## src/hw/rtl/nct_pkg.sv

```systemverilog
`default_nettype none
package nct_pkg;

	// cube faces, codes 6 and 7 carry no face
	typedef enum logic [2:0] {
		FACE_POS_X = 3'd0,
		FACE_NEG_X = 3'd1,
		FACE_POS_Y = 3'd2,
		FACE_NEG_Y = 3'd3,
		FACE_POS_Z = 3'd4,
		FACE_NEG_Z = 3'd5
	} nct_face_t;

	// control travelling down the cell chain
	typedef struct packed {
		logic vld;
		logic bad;
	} nct_ctl_t;

	localparam int          QBITS         = 7;
	localparam int          SCALE_SQ      = 16129;
	localparam logic [5:0]  FACE_SIZE_RST = 6'd32;
	localparam logic [7:0]  BYTE_MID      = 8'd128;
	localparam logic [7:0]  BYTE_NEG_BASE = 8'd127;

endpackage
`default_nettype wire

```

## src/hw/rtl/nct_cell.sv

```systemverilog
`default_nettype none
module nct_cell #(
	parameter int BIT = 6,
	parameter int SW  = 14,
	parameter int TW  = 26,
	parameter int PW  = 21
) (
	input  logic                           clk,
	input  logic                           arst_n,
	input  nct_pkg::nct_ctl_t              ctl_i,
	input  logic [SW-1:0]                  s_i,
	input  logic [2:0]                     neg_i,
	input  logic [2:0][TW-1:0]             r_i,
	input  logic [2:0][PW-1:0]             p_i,
	input  logic [2:0][nct_pkg::QBITS-1:0] q_i,
	output nct_pkg::nct_ctl_t              ctl_o,
	output logic [SW-1:0]                  s_o,
	output logic [2:0]                     neg_o,
	output logic [2:0][TW-1:0]             r_o,
	output logic [2:0][PW-1:0]             p_o,
	output logic [2:0][nct_pkg::QBITS-1:0] q_o
);
	import nct_pkg::*;

	localparam int DW = SW + 16;

	logic [2:0][DW-1:0] delta;
	logic [2:0]         take;

	// growth of q^2*S when this bit is set: 2^(k+1)*q*S + 4^k*S
	always_comb begin
		for (int k = 0; k < 3; k++) begin
			delta[k] = (DW'(p_i[k]) << (BIT + 1)) + (DW'(s_i) << (2 * BIT));
			take[k]  = delta[k] <= DW'(r_i[k]);
		end
	end

	always_ff @(posedge clk or negedge arst_n) begin
		if (!arst_n) begin
			ctl_o <= '0;
		end else begin
			ctl_o <= ctl_i;
		end
	end

	always_ff @(posedge clk) begin
		s_o   <= s_i;
		neg_o <= neg_i;
		for (int k = 0; k < 3; k++) begin
			if (take[k]) begin
				r_o[k] <= r_i[k] - TW'(delta[k]);
				p_o[k] <= p_i[k] + PW'(DW'(s_i) << BIT);
				q_o[k] <= q_i[k] | (QBITS'(1) << BIT);
			end else begin
				r_o[k] <= r_i[k];
				p_o[k] <= p_i[k];
				q_o[k] <= q_i[k];
			end
		end
	end

endmodule
`default_nettype wire

```

## config.mk

```make
export PLATFORM = sky130hd
export DESIGN_NAME = nct_cell
export DESIGN_NICKNAME = d
export VERILOG_FILES = /design/src/hw/rtl/nct_pkg.sv /design/src/hw/rtl/nct_cell.sv
export SDC_FILE = /design/constraint.sdc
export NUM_CORES = 1
export LEC_CHECK = 0
export BUFFER_PORTS_ARGS = -buffer_cell sky130_fd_sc_hd__clkbuf_2
export CORE_UTILIZATION = 40
export CTS_BUF_LIST = sky130_fd_sc_hd__clkbuf_8
export DETAILED_ROUTE_END_ITERATION = 8
export SETUP_SLACK_MARGIN = 0.2
export SYNTH_ARGS = -nofsm -noshare
export SYNTH_HDL_FRONTEND = slang
export SYNTH_SLANG_ARGS = --single-unit
```

## constraint.sdc

```tcl
create_clock -name clk -period 0.85 [get_ports clk]
set_clock_uncertainty 0.2 [all_clocks]
set_input_delay 0.17 -clock clk [delete_from_list [all_inputs] [get_ports clk]]
set_output_delay 0.17 -clock clk [all_outputs]
set_load 0.01 [all_outputs]
```

# Word level (Yosys, flattened, before mapping)
# Cells that the tools add are included.
dict set report classes {
  n_lt_le_gt_ge 3
  muxes 6
  n_addsub 9
}
# operator n
set ops {}
lappend ops {{28-bit by 26-bit adder with 29-bit output} 3}
lappend ops {{29-bit by 26-bit <= comparator with 1-bit output} 3}
lappend ops {{26-bit two-way mux} 3}
lappend ops {{26-bit subtractor} 3}
lappend ops {{21-bit by 20-bit adder with 21-bit output} 3}
lappend ops {{21-bit two-way mux} 3}
dict set report word_totals {
  elab_cells 34
  inputBits 183
  ff_bits 181
}

# Longest topological paths before layout
# Gate-level depths: netlist of run 1.
dict set report depth {
  ltp_word 3
  depth_mapped 21
  ltp_nobuf 20
}

# Worst setup path after synthesis of run 1
# Ideal clock, no wire load.
dict set report synth_path {
  path_type {input port to flip-flop}
  startpoint {input port s_i[1]}
  endpoint {register p_o[29] (netlist bit)}
  slack_ns -3.588
  arrival_ns 4.117
  cell_stages 17
  setup_time_ns 0.121
  t_required_ns 0.529
  cell_sequence {inv_1 > fa_1 > and2b_1 > o31a_2 > o221a_2 > a311o_1 > xor2_1 > ha_1 > clkbuf_1 > nand4_1 > or2_2 > nor3_1 > a311oi_1 > a2111o_1 > buf_6 > buf_6 > mux2_4}
}
dict set report synth_between {
  elab_chain_cells 3
}
# item line
set synth_rtl {}
lappend synth_rtl {{from (decl)} nct_cell.sv:11} ;# input logic [SW-1:0] s_i,
lappend synth_rtl {{28-bit by 26-bit adder with 29-bit output} nct_cell.sv:33} ;# delta[k] = (DW'(p_i[k]) << (BIT + 1)) + (DW'(s_i) << (2 * BIT));
lappend synth_rtl {{29-bit by 26-bit <= comparator with 1-bit output} nct_cell.sv:34} ;# take[k] = delta[k] <= DW'(r_i[k]);
lappend synth_rtl {{21-bit two-way mux *} nct_cell.sv:50} ;# if (take[k]) begin
lappend synth_rtl {{to (signal, indexed assignment)} nct_cell.sv:52} ;# p_o[k] <= p_i[k] + PW'(DW'(s_i) << BIT);
lappend synth_rtl {{to (signal, indexed assignment)} nct_cell.sv:56} ;# p_o[k] <= p_i[k];
lappend synth_rtl {{to (decl)} nct_cell.sv:20} ;# output logic [2:0][PW-1:0] p_o,
# Mark *: on every way between the ends. The rest lies on a longest branch, timed or not.
# A chain may end at the register's enable or synchronous reset.

# Worst setup path after layout of run 1
dict set report layout_path {
  startpoint {input port s_i[0]}
  endpoint {register r_o[43] (netlist bit)}
}
dict set report layout_between {
  elab_chain_cells 3
}
# item line
set layout_rtl {}
lappend layout_rtl {{28-bit by 26-bit adder with 29-bit output *} nct_cell.sv:33}
lappend layout_rtl {{26-bit subtractor / 29-bit by 26-bit <= comparator with 1-bit output (equally long branches)} {nct_cell.sv:51, nct_cell.sv:34}}
lappend layout_rtl {{26-bit two-way mux *} nct_cell.sv:50}
lappend layout_rtl {{to (signal, indexed assignment)} nct_cell.sv:51} ;# r_o[k] <= r_i[k] - TW'(delta[k]);
lappend layout_rtl {{to (signal, indexed assignment)} nct_cell.sv:55} ;# r_o[k] <= r_i[k];
lappend layout_rtl {{to (decl)} nct_cell.sv:19} ;# output logic [2:0][TW-1:0] r_o,
# Marked as above.

==> flow_summary.toml, run 1 <==
[run_status]
status = "finished with violations"
violations = "hold timing, setup timing"

[power_and_ir_drop]
swShare_pct = 36.2
clkPwrFrac_pct = 17.6
pwr-share-comb_pct = 52.7
p_int_mw = 21.7
seqPwrFrac_pct = 29.7
p_sw_mw = 12.3
finalPower_mw = 34.0
p_per_area_nw_per_um2 = 1560
ir_drop_uv = 1240
p_leak_nw = 11.1

[setup_path]
critical_path.cell_chain = "clkbuf_16 -> ha_4 -> inv_2 -> fa_2 -> and2b_1 -> o31a_2 -> o221a_4 -> a311o_1 -> xor2_2 -> ha_1 -> nand4_1 -> or2_4 -> nor3_4 -> a311oi_2 -> a2111o_2 -> buf_12 -> mux2_4"
path_max_fanout = 8
critPathKind = "input pin to flip-flop"
critPathSlowestCell = "a2111o_2"
worst_setup_path_start_kind = "input pin"
cp_slowest_stage_delay_ns = 0.49
critical_path.endpoint_type = "flip-flop"
arrival_ns = 4.00
required_ns = 1.04

[cells_and_area]
final_cell_area_um2 = 21700
syn2layout_area_growth_pct = 74.8
fillers = 2389
regArea_um2 = 3860
nets = 2677
drive_gt1_share_pct = 53.6
multi_input_area_um2 = 8810

[clocking]
h-tree-depth = 4
root_buffer = "clkbuf_8"
path_clk_slew_ns = 0.10
cts_tree = "done"
hold_buffers = 49
numCtsBuffers = 17
cts_sinks = 181
cts_max_path_buffers = 2

[drt]
dr.pass1.iters = 5
drt_iter0_markers = 575
wl_per_cell_um = 16.1
avgViaCountPerCell = 4.97
vias = 13400
drt-total-wl_um = 43600
ant_nets = 0
route.detailed.drc = 0

[yosys]
synth_most_common_cell = "ha_1"
ys_seq_elements = 181
synth_flop_cell = "dfxtp_1"
ys_seq_area_share_pct = 29.2
synth-async-reset-ratio_pct = 1.10
muxShareOfSynthArea_pct = 6.37
syn_area_um2 = 12400
synthXorXnorAreaFrac_pct = 7.11
synthSimpleGateAreaFrac_pct = 12.7
synth_top_area_share_pct = 28.8
synth_edf_count = 0
yosysTopAreaCell = "dfxtp_1"
synthDistinctLibCells = 69
synth_commonest_cells = "ha_1 (192), dfxtp_1 (179), inv_1 (142)"
syn_avg_cell_area_um2 = 9.01
synthAdderAreaFrac_pct = 20.8
synth_area_leaders = "dfxtp_1 (29%), ha_1 (19%), xnor2_1 (4.4%)"
synth_compound_area_share_pct = 18.7
synth_top_family_by_area = "adder cells"
synth_nets = 1764
syn_inst = 1380
synth_warnings = 0

[floorplan]
core_region_area_um2 = 30600
io_pins = 364
die_area_um2 = 31800
rows = 64
die_x_um = 178
die_height_um = 178
initial_core_util_pct = 40.7

[flow_run]
cap_violations = 0

[timing]
relSlewSlack_pct = 62.4
hold_viol_final = 135
clock.fmax_mhz = 262
period_share_pct = 449
holdWs_ns = -0.352
finalSetupViolCount = 286
rsz0062_at_grt = "true"
finalCriticalPeriod_ns = 3.81
setup_ws_ns = -2.96
slew_violations = 0
worst_pin_slew_ns = 0.558

[placement]
dpl-instance-area_um2 = 18600
port_buffers = 363
dpl.hpwl_um = 33500
pre_cts_slack_ns = -3.61
gp_congestion = 0.913

[global_route]
grt_pass1_vias = 13000
track_usage_pct = 25.8
grt_pass1_wl_um = 63600
grt_max_degree = 19
antenna_found_initial = 6
grt.overflow.total = 0

[min_path]
hold-path-cell-count = 1
hp-class = "input pin to flip-flop"
## cell families after synthesis
logic type,Yosys count
xor gates and xnor gates,101
AOI/OAI and AO/OA,359
muxes,71
adders and majority gates,201
DFF,181
buffers and inverters,164
and+or+nand+nor,303
## state kept, by name, summed over array words and instances, names as in the netlist
register	flops
ctl_o	2
r_o	78
s_o	14
p_o	63
q_o	21
neg_o	3
## path summary, 6_finish.rpt
kind	startpoint	end
setup / recovery	s_i[0]	r_o[43]
hold / removal	p_i[1]	p_o[1]
max in group asynchronous	arst_n	ctl_o[1]
min in group asynchronous	arst_n	ctl_o[0]
## metal layers
layer / routed length (µm) / part of all wire, % / up-vias / GRT usage, %
li1: - / - / 6759 / -
met1: 18500 / 42 / 6258 / 31.8
met2: 21500 / 49 / 369 / 44.4
met3: 2930 / 6.7 / 51 / 6.50
met4: 741 / 1.7 / 6 / 6.43
met5: 41 / 0.094 / - / 0
## metrics by stage
step	utilization (%)	std cells	hold slack [ns]	setup TNS, ns
floorplan	-	1380	-0.326	-321.15
global placement	60.8	2578	-0.244	-359.06
CTS	66.0	2690	-0.383	-382.58
detailed placement	60.8	2578	-0.243	-366.64
finish	71.1	2706	-0.352	-382.47
global route	71.1	2704	-0.388	-402.66
## cells in the final DEF, fill, tap and decap left out, types with 19 or more instances in the layout
cell / netlist / routed
a21o_1: 43 / 43
a21oi_1: 89 / 82
buf_4: 0 / 460
buf_6: 2 / 189
clkbuf_2: 0 / 180
clkbuf_8: 0 / 20
dfxtp_2: 0 / 178
dlygate4sd3_1: 0 / 49
ha_1: 192 / 186
inv_1: 142 / 139
mux2_4: 10 / 33
mux2i_1: 36 / 33
nand2_1: 65 / 40
nand2b_1: 19 / 19
nand3_1: 20 / 19
nor2_1: 62 / 60
nor3_1: 27 / 24
o21a_1: 23 / 23
o21ai_0: 82 / 45
o21ai_1: 0 / 20
xnor2_1: 63 / 62
xor2_1: 38 / 33
## power groups by stage
stage | sequential [mW] | clock (mW) | combinational [mW]
3_5_place_dp | 10.1 | 0 | 14.9
6_report | 10.1 | 5.97 | 17.9
4_1_cts | 9.91 | 6.17 | 16.1
5_1_grt | 10.2 | 6.53 | 19.5
3_3_place_gp | 10.1 | 0 | 14.7
2_1_floorplan | 10.5 | 0 | 7.73
## critical path: cells and delay by family
family,cells,cell delay [ns]
AOI/OAI and AO/OA,5,1.51
and+or+nand+nor,4,0.77
adders and majority gates,3,0.67
buffers and inverters,3,0.39
muxes,1,0.30
xor gates and xnor gates,1,0.17
## cell type report
cell class / count / share of cell area, %
diodes: 4 / 0.0460
repair buffers: 916 / 35.2
clock buffers: 18 / 1.14
flip-flops and latches: 181 / 17.7
multi-input cells: 1035 / 40.5
inverters: 142 / 2.47
clock inverters: 14 / 0.644
well taps: 396 / 2.28
## what timing repair did
action                                 in CTS  in global routing
cloned                                      7                  3
setup endpoints to repair                 286                286
resized for setup                         105                436
endpoints found under the hold margin     183                134
pin swaps                                  42                 22
setup buffers                              24                  9
Power figures use the tool's default switching activity.
==> inputs of run 2 (changes only) <==
--- a/config.mk
+++ b/config.mk
@@ -8,8 +8,11 @@
 export BUFFER_PORTS_ARGS = -buffer_cell sky130_fd_sc_hd__clkbuf_2
 export CORE_UTILIZATION = 40
 export CTS_BUF_LIST = sky130_fd_sc_hd__clkbuf_8
+export CTS_CLUSTER_DIAMETER = 40
 export DETAILED_ROUTE_END_ITERATION = 8
+export PLACE_DENSITY = 0.67
 export SETUP_SLACK_MARGIN = 0.2
+export SKIP_LAST_GASP = 1
 export SYNTH_ARGS = -nofsm -noshare
 export SYNTH_HDL_FRONTEND = slang
 export SYNTH_SLANG_ARGS = --single-unit
==> constraint.sdc (replaced) <==
create_clock -name clk -period 3.5 [get_ports clk]
set_clock_uncertainty 0.2 [all_clocks]
set_input_delay 0.7 -clock clk [delete_from_list [all_inputs] [get_ports clk]]
set_output_delay 0.7 -clock clk [all_outputs]
set_load 0.01 [all_outputs]
==> run 2 against run 1 <==
  * The flow finishes with violations (setup timing)
  * Combinational power fell by 78%
  * Non-clock buffer count shrank 217
  * Cell area fell by 14%
  * Global-route usage decreased by 0.28 points
  * Sequential power fell by 77%
  * Power is 77% lower
  * Largest power group unchanged
==> flow_summary.toml, run 2 (same netlist as run 1, synthesis figures left out) <==
[drt]
avgViaCountPerCell = 5.11
ant_nets = 0
drt-total-wl_um = 41100
drt_iter0_markers = 603
dr.pass1.iters = 5
vias = 12700
wl_per_cell_um = 16.5
route.detailed.drc = 0

[placement]
dpl-instance-area_um2 = 17100
port_buffers = 363
dpl.hpwl_um = 32800
dp.cells = 2405
gp_congestion = 0.920

[global_route]
grt_pass1_vias = 12300
track_usage_pct = 25.5
grt_max_degree = 19
grt.overflow.total = 0
grt_pass1_wl_um = 62500
antenna_found_initial = 7

[setup_path]
critPathTopFamily = "compound AO/OA/AOI/OAI gates"
worst_setup_path_start_kind = "input pin"
critPathSlowestCell = "fa_2"
critical_path.cell_chain = "clkbuf_16 -> ha_4 -> fa_2 -> a21oi_2 -> o2111ai_1 -> o211ai_1 -> o21ai_2 -> a21o_1 -> a21o_1 -> xor2_2 -> ha_1 -> buf_6 -> o21ai_4 -> o21bai_4 -> nor4_4 -> a21oi_2 -> a211oi_2 -> nand4b_1 -> buf_6 -> buf_12 -> clkbuf_16 -> nand2_2 -> o21ai_1"
critPathKind = "input pin to flip-flop"
crit_buf_inv = 5
critical_path.endpoint_type = "flip-flop"
path_max_fanout = 8
required_ns = 3.71
cp_slowest_stage_delay_ns = 0.40
arrival_ns = 4.54

[timing]
clock.fmax_mhz = 231
slew_violations = 0
setup_ws_ns = -0.832
worst_pin_slew_ns = 0.534
relSlewSlack_pct = 64.2
rsz0062_at_grt = "true"
finalCriticalPeriod_ns = 4.33
hold_viol_final = 0
period_share_pct = 124
fin_setup_tns_ns = -74.42
finalSetupViolCount = 105

[floorplan]
core_region_area_um2 = 30600
initial_core_util_pct = 40.7
io_pins = 364
rows = 64
die_height_um = 178
die_area_um2 = 31800
die_x_um = 178

[run_status]
status = "finished with violations"
violations = "setup timing"

[power_and_ir_drop]
ir_drop_uv = 256
p_per_area_nw_per_um2 = 414
finalPower_mw = 7.74
p_leak_nw = 9.79

[min_path]
hp-class = "input pin to flip-flop"

[cells_and_area]
nets = 2460
final_common_cell = "clkbuf_2"
drive_gt1_share_pct = 42.7
stdcell_count = 2491
multi_input_area_um2 = 8930
top_regs = "r_o (78), p_o (63), q_o (21)"
largest_register = "r_o"
regArea_um2 = 3630
layout_common_cells = "clkbuf_2 (361), buf_4 (297), ha_1 (184), dfxtp_1 (179), inv_1 (138)"
fillers = 2669
final_core_util_pct = 61.1
syn2layout_area_growth_pct = 50.4
final_cell_area_um2 = 18700
largest_reg_flops = 78

[clocking]
cts_sinks = 181
numCtsBuffers = 17
cts_max_path_buffers = 2
h-tree-depth = 4
root_buffer = "clkbuf_8"
cts_tree = "done"
path_clk_slew_ns = 0.12

[flow_run]
cap_violations = 0
## run 2: cell count changes in the layout (fill, tap and decap cells not counted), sizes merged
| cell | delta |
|---|---|
| dlygate4sd3 | -48 |
| inv | +4 |
| buf | -348 |
| clkinv | -4 |
| clkbuf | +179 |
| diode | +2 |
## run 2: power by group
group	switching, mW	total, mW	internal [mW]	leakage (nW)
registers	0.0774	2.36	2.28	1.53
clock network	0.929	1.48	0.548	0.196
logic	1.94	3.90	1.96	8.06
total	2.95	7.74	4.79	9.79
## run 2: per-stage QoR
step / setup slack [ns] / hold WS, ns
floorplan: -1.07 / 0.204
global placement: -1.41 / 0.287
detailed placement: -1.53 / 0.293
CTS: -0.704 / 0.0392
global route: -0.920 / 0.0465
finish: -0.832 / 0.0770
## run 2: per-layer routing
metal | up-vias | GRT usage (%) | part of all wire, %
li1 | 6315 | - | -
met3 | 65 | 6.69 | 6.6
met2 | 368 | 42.1 | 47
met5 | - | 0 | 0.027
met4 | 2 | 10.0 | 2.8
met1 | 5979 | 31.4 | 44
## run 2: path summary, 6_finish.rpt
kind                       slack, ns    from       end  cells after the start
worst min-delay path            0.08  q_i[1]    q_o[1]                      1
worst max-delay path           -0.83  s_i[0]   r_o[18]                     23
min in group asynchronous       0.32  arst_n  ctl_o[0]                      2
max in group asynchronous       2.68  arst_n  ctl_o[1]                      2
## run 2: what timing repair did
item	CTS	global route
setup buffers	31	7
resized for setup	109	78
setup endpoints to repair	105	105
hold buffers	1	0
pin swaps	64	38
cloned	6	3
endpoints found under the hold margin	2	0
## run 2: final cells by class
cell class                      count  area share, %
Clock buffer                       18           1.32
Timing Repair Buffer              699           25.2
Sequential cell                   181           19.4
Antenna cell                        6         0.0803
Clock inverter                     14          0.723
Inverter                          142           2.87
Tap cell                          396           2.65
Multi-Input combinational cell   1035           47.7
